## src/hdl/pidc_pkg.sv

```systemverilog
// ----------------------------------------------------------------------------
// pidc_pkg
// Shared widths, register indexes, reset values and the sequencer microcode
// of the clamped PID controller.
// ----------------------------------------------------------------------------
package pidc_pkg;

  // Field widths
  localparam int GAIN_W     = 16;
  localparam int ERR_W      = 16;
  localparam int SP_W       = 16;
  localparam int INTEG_W    = 20;
  localparam int OUT_W      = 16;
  localparam int CFG_IDX_W  = 4;
  localparam int CFG_DATA_W = 20;

  // Shared multiplier operand widths (signed)
  localparam int A_W = 2 * GAIN_W + 1;
  localparam int B_W = INTEG_W;

  // Register indexes
  localparam logic [CFG_IDX_W-1:0] REG_P_GAIN      = 4'd0;
  localparam logic [CFG_IDX_W-1:0] REG_I_GAIN      = 4'd1;
  localparam logic [CFG_IDX_W-1:0] REG_D_GAIN      = 4'd2;
  localparam logic [CFG_IDX_W-1:0] REG_FILTER_GAIN = 4'd3;
  localparam logic [CFG_IDX_W-1:0] REG_INTEG_MIN   = 4'd4;
  localparam logic [CFG_IDX_W-1:0] REG_INTEG_MAX   = 4'd5;
  localparam logic [CFG_IDX_W-1:0] REG_OUT_MIN     = 4'd6;
  localparam logic [CFG_IDX_W-1:0] REG_OUT_MAX     = 4'd7;

  // Register reset values
  localparam logic [GAIN_W-1:0]  RST_FILTER_GAIN = 16'd256;
  localparam logic [INTEG_W-1:0] RST_INTEG_MIN   = 20'd0;
  localparam logic [INTEG_W-1:0] RST_INTEG_MAX   = 20'd1000;
  localparam logic [OUT_W-1:0]   RST_OUT_MIN     = 16'd0;
  localparam logic [OUT_W-1:0]   RST_OUT_MAX     = 16'd255;

  // Sequencer
  localparam int STEP_W = 3;

  localparam logic [1:0] A_DGAIN = 2'd0;
  localparam logic [1:0] A_PROD  = 2'd1;
  localparam logic [1:0] A_PGAIN = 2'd2;
  localparam logic [1:0] A_IGAIN = 2'd3;

  localparam logic [1:0] B_FGAIN = 2'd0;
  localparam logic [1:0] B_DIFF  = 2'd1;
  localparam logic [1:0] B_ERR   = 2'd2;
  localparam logic [1:0] B_INTEG = 2'd3;

  localparam logic [1:0] ACC_NOP   = 2'd0;
  localparam logic [1:0] ACC_LOAD  = 2'd1;
  localparam logic [1:0] ACC_ADDSH = 2'd2;

  typedef struct packed {
    logic [1:0] a_sel;
    logic [1:0] b_sel;
    logic       mul_en;
    logic [1:0] acc_op;
    logic       st_upd;    // clamp integrator, form setpoint difference
    logic       shr_en;    // scale accumulator down
    logic       emit;      // clamp and load output register
    logic       wait_in;   // hold until an input transaction
    logic       wait_out;  // hold while the output register is full
    logic       last;      // return to step 0
  } ctrl_t;

  function automatic ctrl_t ucode(input logic [STEP_W-1:0] step);
    ctrl_t c;
    c = '0;
    case (step)
      3'd0: begin
        c.wait_in = 1'b1;
      end
      3'd1: begin
        c.st_upd = 1'b1;
        c.a_sel  = A_DGAIN;
        c.b_sel  = B_FGAIN;
        c.mul_en = 1'b1;
      end
      3'd2: begin
        c.a_sel  = A_PROD;
        c.b_sel  = B_DIFF;
        c.mul_en = 1'b1;
      end
      3'd3: begin
        c.acc_op = ACC_LOAD;
        c.a_sel  = A_PGAIN;
        c.b_sel  = B_ERR;
        c.mul_en = 1'b1;
      end
      3'd4: begin
        c.acc_op = ACC_ADDSH;
        c.a_sel  = A_IGAIN;
        c.b_sel  = B_INTEG;
        c.mul_en = 1'b1;
      end
      3'd5: begin
        c.acc_op = ACC_ADDSH;
      end
      3'd6: begin
        c.shr_en = 1'b1;
      end
      3'd7: begin
        c.emit     = 1'b1;
        c.wait_out = 1'b1;
        c.last     = 1'b1;
      end
      default: begin
        c = '0;
      end
    endcase
    return c;
  endfunction

endpackage

```

## src/hdl/pidc_cfg_if.sv

```systemverilog
// ----------------------------------------------------------------------------
// pidc_cfg_if
// Register write channel: valid/ready with register index and write data.
// ----------------------------------------------------------------------------
interface pidc_cfg_if import pidc_pkg::*; ();
  logic                  valid;
  logic                  ready;
  logic [CFG_IDX_W-1:0]  index;
  logic [CFG_DATA_W-1:0] data;

  modport source (output valid, output index, output data, input ready);
  modport sink   (input valid, input index, input data, output ready);
endinterface

```

## src/hdl/pidc_in_if.sv

```systemverilog
// ----------------------------------------------------------------------------
// pidc_in_if
// Sample channel: valid/ready with the error and setpoint of one tick.
// ----------------------------------------------------------------------------
interface pidc_in_if import pidc_pkg::*; ();
  logic                    valid;
  logic                    ready;
  logic signed [ERR_W-1:0] error_value;
  logic signed [SP_W-1:0]  setpoint;

  modport source (output valid, output error_value, output setpoint, input ready);
  modport sink   (input valid, input error_value, input setpoint, output ready);
endinterface

```

## src/hdl/pidc_out_if.sv

```systemverilog
// ----------------------------------------------------------------------------
// pidc_out_if
// Result channel: valid/ready with control drive, clamp flag and integrator.
// ----------------------------------------------------------------------------
interface pidc_out_if import pidc_pkg::*; ();
  logic                      valid;
  logic                      ready;
  logic signed [OUT_W-1:0]   control_value;
  logic                      output_clamped;
  logic signed [INTEG_W-1:0] integrator_value;

  modport source (output valid, output control_value, output output_clamped,
                  output integrator_value, input ready);
  modport sink   (input valid, input control_value, input output_clamped,
                  input integrator_value, output ready);
endinterface

```

## src/hdl/pid_controller_clamped.sv

```systemverilog
// ----------------------------------------------------------------------------
// pid_controller_clamped
// Fixed-point PID controller with integrator anti-windup and output clamp.
// ----------------------------------------------------------------------------
// Usage:
//   cfg_if : register writes (index 0..7: p, i, d gain, filter gain,
//            integrator min/max, output min/max). Always ready; write only
//            while no sample is in flight. Other indexes are ignored.
//   in_if  : one transaction per sample tick (error, setpoint).
//   out_if : one transaction per sample (control value, clamp flag,
//            integrator after the sample).
// Sequence: a sample runs through an 8-step microcode program on one shared
//   33x20 multiplier (d*f, then *diff, then p*e, then i*I), followed by the
//   scale-down and the clamp. The result is loaded into the output register
//   in the last step; the next sample is taken only back in step 0.
// Stall: the output register holds a result while the receiver stalls; the
//   next sample is still taken and computed, and waits in the last step until
//   the output register frees up.
// Reset: synchronous, active low. Integrator and last setpoint clear to zero,
//   registers return to their reset values, the output register empties.
// ----------------------------------------------------------------------------
module pid_controller_clamped import pidc_pkg::*; #(
  parameter int FRAC_BITS = 8
) (
  input  logic       clk,
  input  logic       rst_n,
  pidc_cfg_if.sink   cfg_if,
  pidc_in_if.sink    in_if,
  pidc_out_if.source out_if
);

  localparam int MUL_W = A_W + B_W;
  localparam int PI_W  = GAIN_W + 1 + INTEG_W + FRAC_BITS;
  localparam int ACC_W = ((PI_W > MUL_W) ? PI_W : MUL_W) + 2;
  localparam int Y_W   = ACC_W - 2 * FRAC_BITS;

  // Configuration registers
  logic        [GAIN_W-1:0]  p_gain_r, i_gain_r, d_gain_r;
  logic signed [GAIN_W-1:0]  filter_gain_r;
  logic signed [INTEG_W-1:0] integ_min_r, integ_max_r;
  logic signed [OUT_W-1:0]   out_min_r, out_max_r;

  // Sequencer and datapath
  logic [STEP_W-1:0]         pc_r, pc_nxt;
  ctrl_t                     ctrl;
  logic signed [ERR_W-1:0]   e_r;
  logic signed [SP_W-1:0]    sp_r;
  logic signed [SP_W-1:0]    last_sp_r;
  logic signed [SP_W:0]      diff_r;
  logic signed [INTEG_W-1:0] integ_r;
  logic signed [INTEG_W:0]   isum;
  logic signed [INTEG_W:0]   imin_ext, imax_ext;
  logic signed [INTEG_W-1:0] integ_nxt;
  logic signed [A_W-1:0]     mul_a;
  logic signed [B_W-1:0]     mul_b;
  logic signed [MUL_W-1:0]   prod_r;
  logic signed [ACC_W-1:0]   prod_ext;
  logic signed [ACC_W-1:0]   acc_r, acc_nxt;
  logic signed [ACC_W-1:0]   acc_sh;
  logic signed [Y_W-1:0]     y_r;
  logic signed [Y_W-1:0]     omin_ext, omax_ext;
  logic signed [OUT_W-1:0]   ctl_nxt;
  logic                      clamp_nxt;

  // Output register
  logic                      out_valid_r;
  logic signed [OUT_W-1:0]   ctl_r;
  logic                      clamp_r;
  logic signed [INTEG_W-1:0] integ_out_r;

  logic in_fire, cfg_fire, out_blocked, emit_go;

  assign ctrl        = ucode(pc_r);
  assign in_if.ready = ctrl.wait_in;
  assign in_fire     = in_if.valid & in_if.ready;
  assign cfg_if.ready = 1'b1;
  assign cfg_fire    = cfg_if.valid & cfg_if.ready;
  assign out_blocked = out_valid_r & ~out_if.ready;
  assign emit_go     = ctrl.emit & ~out_blocked;

  assign out_if.valid            = out_valid_r;
  assign out_if.control_value    = ctl_r;
  assign out_if.output_clamped   = clamp_r;
  assign out_if.integrator_value = integ_out_r;

  // Step counter with conditional holds
  always_comb begin
    if (ctrl.wait_in && !in_fire) begin
      pc_nxt = pc_r;
    end else if (ctrl.wait_out && out_blocked) begin
      pc_nxt = pc_r;
    end else if (ctrl.last) begin
      pc_nxt = '0;
    end else begin
      pc_nxt = pc_r + STEP_W'(1);
    end
  end

  // Integrator update, upper limit first
  always_comb begin
    isum     = {integ_r[INTEG_W-1], integ_r} + (INTEG_W+1)'(e_r);
    imin_ext = {integ_min_r[INTEG_W-1], integ_min_r};
    imax_ext = {integ_max_r[INTEG_W-1], integ_max_r};
    if (isum > imax_ext) begin
      integ_nxt = integ_max_r;
    end else if (isum < imin_ext) begin
      integ_nxt = integ_min_r;
    end else begin
      integ_nxt = isum[INTEG_W-1:0];
    end
  end

  // Shared multiplier operands
  always_comb begin
    case (ctrl.a_sel)
      A_DGAIN: mul_a = A_W'({1'b0, d_gain_r});
      A_PROD:  mul_a = prod_r[A_W-1:0];
      A_PGAIN: mul_a = A_W'({1'b0, p_gain_r});
      A_IGAIN: mul_a = A_W'({1'b0, i_gain_r});
      default: mul_a = '0;
    endcase
    case (ctrl.b_sel)
      B_FGAIN: mul_b = B_W'(filter_gain_r);
      B_DIFF:  mul_b = B_W'(diff_r);
      B_ERR:   mul_b = B_W'(e_r);
      B_INTEG: mul_b = integ_r;
      default: mul_b = '0;
    endcase
  end

  // Accumulator
  assign prod_ext = {{(ACC_W-MUL_W){prod_r[MUL_W-1]}}, prod_r};
  assign acc_sh   = acc_r >>> (2 * FRAC_BITS);

  always_comb begin
    case (ctrl.acc_op)
      ACC_LOAD:  acc_nxt = prod_ext;
      ACC_ADDSH: acc_nxt = acc_r + (prod_ext <<< FRAC_BITS);
      default:   acc_nxt = acc_r;
    endcase
  end

  // Output clamp, upper limit first
  always_comb begin
    omin_ext = Y_W'(out_min_r);
    omax_ext = Y_W'(out_max_r);
    if (y_r > omax_ext) begin
      ctl_nxt   = out_max_r;
      clamp_nxt = 1'b1;
    end else if (y_r < omin_ext) begin
      ctl_nxt   = out_min_r;
      clamp_nxt = 1'b1;
    end else begin
      ctl_nxt   = y_r[OUT_W-1:0];
      clamp_nxt = 1'b0;
    end
  end

  // Control state
  always_ff @(posedge clk) begin
    if (!rst_n) begin
      pc_r          <= '0;
      out_valid_r   <= 1'b0;
      integ_r       <= '0;
      last_sp_r     <= '0;
      p_gain_r      <= '0;
      i_gain_r      <= '0;
      d_gain_r      <= '0;
      filter_gain_r <= RST_FILTER_GAIN;
      integ_min_r   <= RST_INTEG_MIN;
      integ_max_r   <= RST_INTEG_MAX;
      out_min_r     <= RST_OUT_MIN;
      out_max_r     <= RST_OUT_MAX;
    end else begin
      pc_r <= pc_nxt;
      if (emit_go) begin
        out_valid_r <= 1'b1;
      end else if (out_if.ready) begin
        out_valid_r <= 1'b0;
      end
      if (ctrl.st_upd) begin
        integ_r   <= integ_nxt;
        last_sp_r <= sp_r;
      end
      if (cfg_fire) begin
        case (cfg_if.index)
          REG_P_GAIN:      p_gain_r      <= cfg_if.data[GAIN_W-1:0];
          REG_I_GAIN:      i_gain_r      <= cfg_if.data[GAIN_W-1:0];
          REG_D_GAIN:      d_gain_r      <= cfg_if.data[GAIN_W-1:0];
          REG_FILTER_GAIN: filter_gain_r <= cfg_if.data[GAIN_W-1:0];
          REG_INTEG_MIN:   integ_min_r   <= cfg_if.data[INTEG_W-1:0];
          REG_INTEG_MAX:   integ_max_r   <= cfg_if.data[INTEG_W-1:0];
          REG_OUT_MIN:     out_min_r     <= cfg_if.data[OUT_W-1:0];
          REG_OUT_MAX:     out_max_r     <= cfg_if.data[OUT_W-1:0];
          default: begin
          end
        endcase
      end
    end
  end

  // Payload
  always_ff @(posedge clk) begin
    if (in_fire) begin
      e_r  <= in_if.error_value;
      sp_r <= in_if.setpoint;
    end
    if (ctrl.st_upd) begin
      diff_r <= {sp_r[SP_W-1], sp_r} - {last_sp_r[SP_W-1], last_sp_r};
    end
    if (ctrl.mul_en) begin
      prod_r <= mul_a * mul_b;
    end
    acc_r <= acc_nxt;
    if (ctrl.shr_en) begin
      y_r <= acc_sh[Y_W-1:0];
    end
    if (emit_go) begin
      ctl_r       <= ctl_nxt;
      clamp_r     <= clamp_nxt;
      integ_out_r <= integ_r;
    end
  end

  // Checks
  a_start: assert property (@(posedge clk) disable iff (!rst_n)
    in_fire |=> pc_r == STEP_W'(1))
    else $error("sequencer did not start after input transaction");

  a_integ_range: assert property (@(posedge clk) disable iff (!rst_n)
    (pc_r == STEP_W'(2) && integ_min_r <= integ_max_r) |->
      (integ_r >= integ_min_r && integ_r <= integ_max_r))
    else $error("integrator outside its limits");

  a_out_range: assert property (@(posedge clk) disable iff (!rst_n)
    (out_valid_r && out_min_r <= out_max_r) |->
      (ctl_r >= out_min_r && ctl_r <= out_max_r))
    else $error("control value outside output limits");

  a_emit: assert property (@(posedge clk) disable iff (!rst_n)
    emit_go |=> (out_valid_r && pc_r == '0))
    else $error("result not registered at end of program");

endmodule

```

## src/flat_wrapper.sv

```systemverilog
// flat-port wrapper written by rule: the top's interface ports become plain ports
module pid_controller_clamped_flat import pidc_pkg::*;
#(
  parameter int FRAC_BITS = 8
)
  (clk, rst_n, cfg_if_valid, cfg_if_index, cfg_if_data, cfg_if_ready, in_if_valid, in_if_error_value, in_if_setpoint, in_if_ready, out_if_valid, out_if_control_value, out_if_output_clamped, out_if_integrator_value, out_if_ready);
  pidc_cfg_if cfg_if_i ();
  pidc_in_if in_if_i ();
  pidc_out_if out_if_i ();
  input  logic clk;
  input  logic rst_n;
  input wire logic [$bits(cfg_if_i.valid)-1:0] cfg_if_valid;
  input wire logic [$bits(cfg_if_i.index)-1:0] cfg_if_index;
  input wire logic [$bits(cfg_if_i.data)-1:0] cfg_if_data;
  output wire logic [$bits(cfg_if_i.ready)-1:0] cfg_if_ready;
  input wire logic [$bits(in_if_i.valid)-1:0] in_if_valid;
  input wire logic [$bits(in_if_i.error_value)-1:0] in_if_error_value;
  input wire logic [$bits(in_if_i.setpoint)-1:0] in_if_setpoint;
  output wire logic [$bits(in_if_i.ready)-1:0] in_if_ready;
  output wire logic [$bits(out_if_i.valid)-1:0] out_if_valid;
  output wire logic [$bits(out_if_i.control_value)-1:0] out_if_control_value;
  output wire logic [$bits(out_if_i.output_clamped)-1:0] out_if_output_clamped;
  output wire logic [$bits(out_if_i.integrator_value)-1:0] out_if_integrator_value;
  input wire logic [$bits(out_if_i.ready)-1:0] out_if_ready;
  assign cfg_if_i.valid = cfg_if_valid;
  assign cfg_if_i.index = cfg_if_index;
  assign cfg_if_i.data = cfg_if_data;
  assign cfg_if_ready = cfg_if_i.ready;
  assign in_if_i.valid = in_if_valid;
  assign in_if_i.error_value = in_if_error_value;
  assign in_if_i.setpoint = in_if_setpoint;
  assign in_if_ready = in_if_i.ready;
  assign out_if_valid = out_if_i.valid;
  assign out_if_control_value = out_if_i.control_value;
  assign out_if_output_clamped = out_if_i.output_clamped;
  assign out_if_integrator_value = out_if_i.integrator_value;
  assign out_if_i.ready = out_if_ready;
  pid_controller_clamped #(.FRAC_BITS(FRAC_BITS)) u_core (.clk(clk), .rst_n(rst_n), .cfg_if(cfg_if_i), .in_if(in_if_i), .out_if(out_if_i));
endmodule
```

## config.mk

```make
export PLATFORM = sky130hd
export DESIGN_NAME = pid_controller_clamped_flat
export DESIGN_NICKNAME = d
export VERILOG_FILES = /design/src/hdl/pidc_pkg.sv /design/src/hdl/pidc_cfg_if.sv /design/src/hdl/pidc_in_if.sv /design/src/hdl/pidc_out_if.sv /design/src/hdl/pid_controller_clamped.sv /design/src/flat_wrapper.sv
export SDC_FILE = /design/constraint.sdc
export NUM_CORES = 2
export LEC_CHECK = 0
export ABC_AREA = 1
export BUFFER_PORTS_ARGS = -buffer_cell sky130_fd_sc_hd__buf_4
export CAP_MARGIN = 10
export CORE_ASPECT_RATIO = 0.6
export CORE_MARGIN = 4
export CORE_UTILIZATION = 60
export CTS_BUF_LIST = sky130_fd_sc_hd__clkbuf_8
export DETAILED_ROUTE_END_ITERATION = 8
export HOLD_SLACK_MARGIN = 0.06
export PLACE_DENSITY = 0.77
export SLEW_MARGIN = 30
export SYNTH_ARGS = -nofsm -noshare
export SYNTH_HDL_FRONTEND = slang
export SYNTH_SLANG_ARGS = --single-unit
```

## constraint.sdc

```tcl
create_clock -name clk -period 9.66 [get_ports clk]
set_clock_uncertainty 0.15 [all_clocks]
set_input_delay 2.898 -clock clk [delete_from_list [all_inputs] [get_ports clk]]
set_output_delay 2.898 -clock clk [all_outputs]
set_load 0.01 [all_outputs]
```

Word-level counts from Yosys, hierarchy flattened
Cells that the tools add are included.

word-level totals
  flip-flop bits (word level) = 409
  bits in latches = 0
  memory bits (writable) = 0
  memory bits (read-only) = 0
  output and inout port bits = 40
  word-level logic and storage cells = 96
  memories kept = 0

operators by class
  add/sub/neg operators = 4
  multipliers = 1
  divide/modulo/power cells = 0
  order comparisons = 4
  eq/ne operators = 22
  shifts and indexed selects = 0
  mux-type cells = 18
  bitwise gates (word level) = 7
  reduce and logical (&&, ||, !) cells = 19

operators with widths
  operator                                              count
  one-hot mux 33 bit (4 select lines)                   1
  one-hot mux 55 bit (2 select lines)                   1
  one-hot mux 20 bit (4 select lines)                   1
  adder 55 bit                                          1
  multiplier 33 x 20 -> 53 bit                          1
  two-way mux 20 bit                                    2
  greater-than comparator 39 x 16 -> 1 bit              1
  less-than comparator 39 x 16 -> 1 bit                 1
  two-way mux 16 bit                                    2
  adder 20 x 16 -> 21 bit                               1
  greater-than comparator 21 x 20 -> 1 bit              1
  less-than comparator 21 x 20 -> 1 bit                 1
  one-hot mux 5 bit (4 select lines)                    1
  AND reduction 2 bit                                   9
  subtractor 16 x 16 -> 17 bit                          1
  equality test 4 x 3 -> 1 bit (second input constant)  4
  equality test 3 bit (second input constant)           4
  equality test 2 bit (second input constant)           5
  equality test 4 x 2 -> 1 bit (second input constant)  2
  two-way mux 1 bit                                     7
  equality test 2 x 1 -> 1 bit (second input constant)  3
  equality test 3 x 2 -> 1 bit (second input constant)  2
  equality test 4 x 1 -> 1 bit (second input constant)  1
  zero test 2 bit                                       2
  13 further kinds                                      20

Longest topological paths before layout
  word-level depth = 7
  gate-level depth with buffers = 39
  gate-level depth less buffers = 37

Worst setup path after synthesis
Ideal clock, no wire load.

  kind = register to register
  from = register u_core.pc_r[1]
  to = register u_core.prod_r[49], data pin
  library setup time = 0.252 ns
  data arrival time = 7.242 ns
  path slack = 2.016 ns
  stages on the path, launching flop included = 34
  path through = dfxtp_1 > ha_1 > o21ai_1 > and2_1 > buf_6 > buf_4 > a21oi_1 > nand3_1 > o21a_1 > inv_1 > buf_2 > nor2_1 > fa_1 > inv_1 > fa_1 > inv_1 > fa_1 > inv_1 > fa_1 > inv_1 > fa_1 > inv_1 > fa_1 > fa_1 > inv_1 > ha_1 > inv_1 > o21bai_1 > a31oi_1 > nor3_1 > nor4_1 > nand2_1 > nand2_1 > nand2_1

on the way
  longest elaborated chain between the ends = 5
  elaborated cells on any way between the ends = 16
  classes of those cells = mul (1); eq/ne (10); mux (3); reduce/logical (2)

RTL lines
  what                                                                                               line                                                          source
  from (decl)                                                                                        pid_controller_clamped.sv:44                                  logic [STEP_W-1:0] pc_r, pc_nxt;
  from (signal assigned)                                                                             pid_controller_clamped.sv:175                                 pc_r <= pc_nxt;
  equality test 3 bit (tied with other cells)                                                        pidc_pkg.sv:71                                                case (step)
  one-hot mux 5 bit (4 select lines) (*)                                                             pidc_pkg.sv:71
  equality test 2 bit (tied with other cells)                                                        pid_controller_clamped.sv:115                                 case (ctrl.a_sel)
  one-hot mux 33 bit (4 select lines) / one-hot mux 20 bit (4 select lines) (equally long branches)  pid_controller_clamped.sv:115, pid_controller_clamped.sv:122
  multiplier 33 x 20 -> 53 bit (*)                                                                   pid_controller_clamped.sv:212                                 prod_r <= mul_a * mul_b;
  to (signal assigned)                                                                               pid_controller_clamped.sv:212
  to (decl)                                                                                          pid_controller_clamped.sv:56                                  logic signed [MUL_W-1:0] prod_r;

Every way passes the cells marked *; elsewhere a longest branch is shown, timed or not.
A chain may end at the register's enable or synchronous reset.

Worst setup path after layout
  from = register u_core.pc_r[1]
  to = register u_core.prod_r[33], data pin

Same word-level chain as after synthesis.

==> metrics <==
status finished, final reports clean; die area 82800 µm²; RR Endpoint u_core.prod_r[33]; worst slew pin tran 949 ps; initial core utilization 60.5%; largest net degree at the start of global routing 85; total gr overflow 0; crit path DAT 9680 ps; Post-synth EDFFs 225; Hold Crit Class flop to flop; launching point of the worst reg2reg path u_core.pc_r[1]; DRC Markers 0; CTS tree yes; final WL 154000 µm; Synth async-reset ratio 0%; mean area per synthesized cell 8.12 µm²; Slew headroom about 36%; slowest stage delay, CP between 800 and 900 ps; Post-DP HPWL 127000 µm; Final Wtd Congestion 1.03; hold buffers post-CTS 0; die outline width 369 µm; H-tree levels 2; antenna violations before repair 8; vias in the first global route 38900; initial DRC count 5342; Avg WL per Cell 22.0 µm; vias 40600; most frequent cells in the layout inv_1 (1159), nand2_1 (1068), nor2_1 (721), fa_1 (657), ha_1 (339); Root Buffer clkbuf_8; count of different cell masters after synthesis 56; hold_sp u_core.filter_gain_r[7]; sequential-to-total area share from yosys stat 21.9%; Tmin final 9370 ps; number of buffers created by CTS 57; drt via density 5.81; met1 usage between 50 and 60%; clk slew on worst S/H paths 70 ps; Max stage delay cell, worst path clkinv_1; syn_nets 6833; first drt pass iteration count 6; Max Fclk 107 MHz; post-synthesis cell area 46900 µm²; CTS Buffer Depth 3; first-pass GRT wire length around 240000 µm; hold path cells 2; num ports 101; most common cell after layout, fill and taps aside inv_1; Max FO, Critical Path 21; reg-to-reg slack, setup a little under 300 ps; Max-Cap Viols 0; Die H 225 µm; GR Layer Usage met2 around half; IO buf count a little under 100; setup tns final 0 ps; unrepaired setup endpoints after global routing no; GR peak layer met1; Fin Hold WS 310 ps; register area 10300 µm²; Seq cells post-synth 401; layout cells sized above 1 6.24%; Nets 6942; area taken by multi-input logic gates between 30000 and 40000 µm²; Slew Viols, Final 0; # fillers 6709; final hold violation count 0; Synth Flop Type edfxtp_1; core box area 77500 µm²; routing usage on met3 15.5%; Register-to-Register Path Depth 29; most frequent CP cell fa_1; Final Cell Area 50400 µm²; post-route clock period utilization 97.0%; crit path kind flop to flop; overall routing resource usage 37.3%; Clock Latency Late Sink 700 ps; placed inst area a little under 50000 µm²; Clock Sink Count 401; Routed Antenna Nets 0; Final Setup Violations 0; hold endpoint u_core.filter_gain_r[7]; CP Capture Type flop; Util after Layout 65.0%; CP required 9970 ps; Std-Cell Rows 79; Yosys warnings 0; Post-Syn Instances between 5000 and 6000; Syn-to-layout area delta 7.48%; Worst setup SP type flop
-- flip-flops by register name, indices dropped and copies added, names as in the netlist, 3 cells and up --
signal / count
u_core.y_r: 39
u_core.pc_r: 3
u_core.filter_gain_r: 16
u_core.prod_r: 53
u_core.i_gain_r: 16
u_core.acc_r: 47
u_core.out_max_r: 16
u_core.p_gain_r: 16
u_core.integ_max_r: 20
u_core.out_if.control_value: 16
u_core.out_if.integrator_value: 20
u_core.diff_r: 17
u_core.sp_r: 16
u_core.integ_r: 20
u_core.d_gain_r: 16
u_core.last_sp_r: 16
u_core.integ_min_r: 20
u_core.e_r: 16
u_core.out_min_r: 16
-- routing by layer --
layer / wire, µm / vias up
li1: - / 18200
met4: 2560 / 12
met1: 67800 / 19500
met3: 25900 / 221
met5: 151 / -
met2: 57100 / 2704
-- worst max path at each step --
| stage | startpoint | end | slack, ps | depth (start not counted) |
|---|---|---|---|---|
| after floorplan | u_core.pc_r[1] | u_core.prod_r[49] | 2020 | 33 |
| after global placement | u_core.pc_r[1] | u_core.prod_r[29] | 750 | 26 |
| after detailed placement | u_core.pc_r[1] | u_core.prod_r[47] | 600 | 28 |
| after CTS | u_core.pc_r[1] | u_core.prod_r[33] | 520 | 29 |
| after global routing | u_core.pc_r[1] | u_core.prod_r[49] | 9 | 30 |
| final | u_core.pc_r[1] | u_core.prod_r[33] | 290 | 29 |
-- synth_stat cells, types with 2 or more instances --
library cell	instances	area share, %
nand3_1	226	2.4
buf_6	5	0.12
nor3_1	27	0.29
a22oi_1	7	0.11
a21o_1	18	0.29
inv_1	1139	9.1
o21ai_0	293	3.1
inv_2	30	0.24
and2_1	2	0.027
a31oi_1	27	0.36
xnor2_1	40	0.75
nand2_2	7	0.093
o21ai_2	7	0.13
nor2_1	723	5.8
a21oi_4	2	0.069
a21oi_2	2	0.037
nand2_1	1070	8.6
o21a_2	3	0.056
buf_4	20	0.32
ha_1	339	9.0
and3_1	6	0.080
edfxtp_1	225	14
buf_1	3	0.024
fa_1	657	28
dfxtp_1	176	7.5
clkbuf_1	72	0.58
o21ai_4	4	0.14
nand3b_1	9	0.14
or2_2	2	0.027
o21a_1	21	0.34
nor2_2	3	0.040
o21ai_1	3	0.032
o211ai_1	16	0.26
nor4_1	11	0.15
nand4_1	44	0.59
a21oi_1	327	3.5
a21boi_0	8	0.13
buf_2	64	0.68
xor2_1	65	1.2
o2111ai_1	16	0.30
o21bai_1	27	0.43
o311ai_0	2	0.037
clkinv_1	15	0.12
-- stage by stage --
step                      setup slack [ps]  instances
after detailed placement               603       6874
after CTS                              524       6982
final                                  290       6989
after global placement                 746       6873
after global routing                  9.42       6987
after floorplan                       2020       5776
-- critical path, delay by kind of cell (launching register included) --
| kind | cells | cell delay, ps |
|---|---|---|
| adder cells (fa/ha/maj) | 9 | 4440 |
| buffers and inverters | 6 | 1310 |
| AND/OR/NAND/NOR | 7 | 1300 |
| AO/OA/AOI/OAI | 6 | 1290 |
| flip-flops | 1 | 430 |
| XOR/XNOR | 1 | 170 |
-- logic make-up (layout without fill, tap and decap cells) --
logic type | count (synthesis) | in the layout | share of synthesized area, %
and+or+nand+nor | 2136 | 2136 | 18.3
AOI/OAI and AO/OA | 787 | 787 | 9.42
other | 1 | 3 | 0.00800
buffers and inverters | 1349 | 1507 | 11.2
DFF | 401 | 401 | 21.9
adders and majority gates | 996 | 996 | 37.1
xor gates and xnor gates | 106 | 106 | 2.00
-- layout make-up --
type,count,area share [%]
timing repair buffer,214,3.34
inverter,1185,8.84
multi-input combinational,4026,62.3
antenna,2,0.00993
tap,1053,2.61
sequential,401,20.4
clock buffer,62,1.69
clock inverter,46,0.822
-- what timing repair did --
action | in CTS | in global routing
hold endpoints to repair | 0 | 0
resized for setup | 0 | 0
setup endpoints to repair | 0 | 1
buffers inserted | 0 | 4
Power is not shown: default switching activity piles up to over one toggle a cycle in this logic, so the estimate is an artifact.
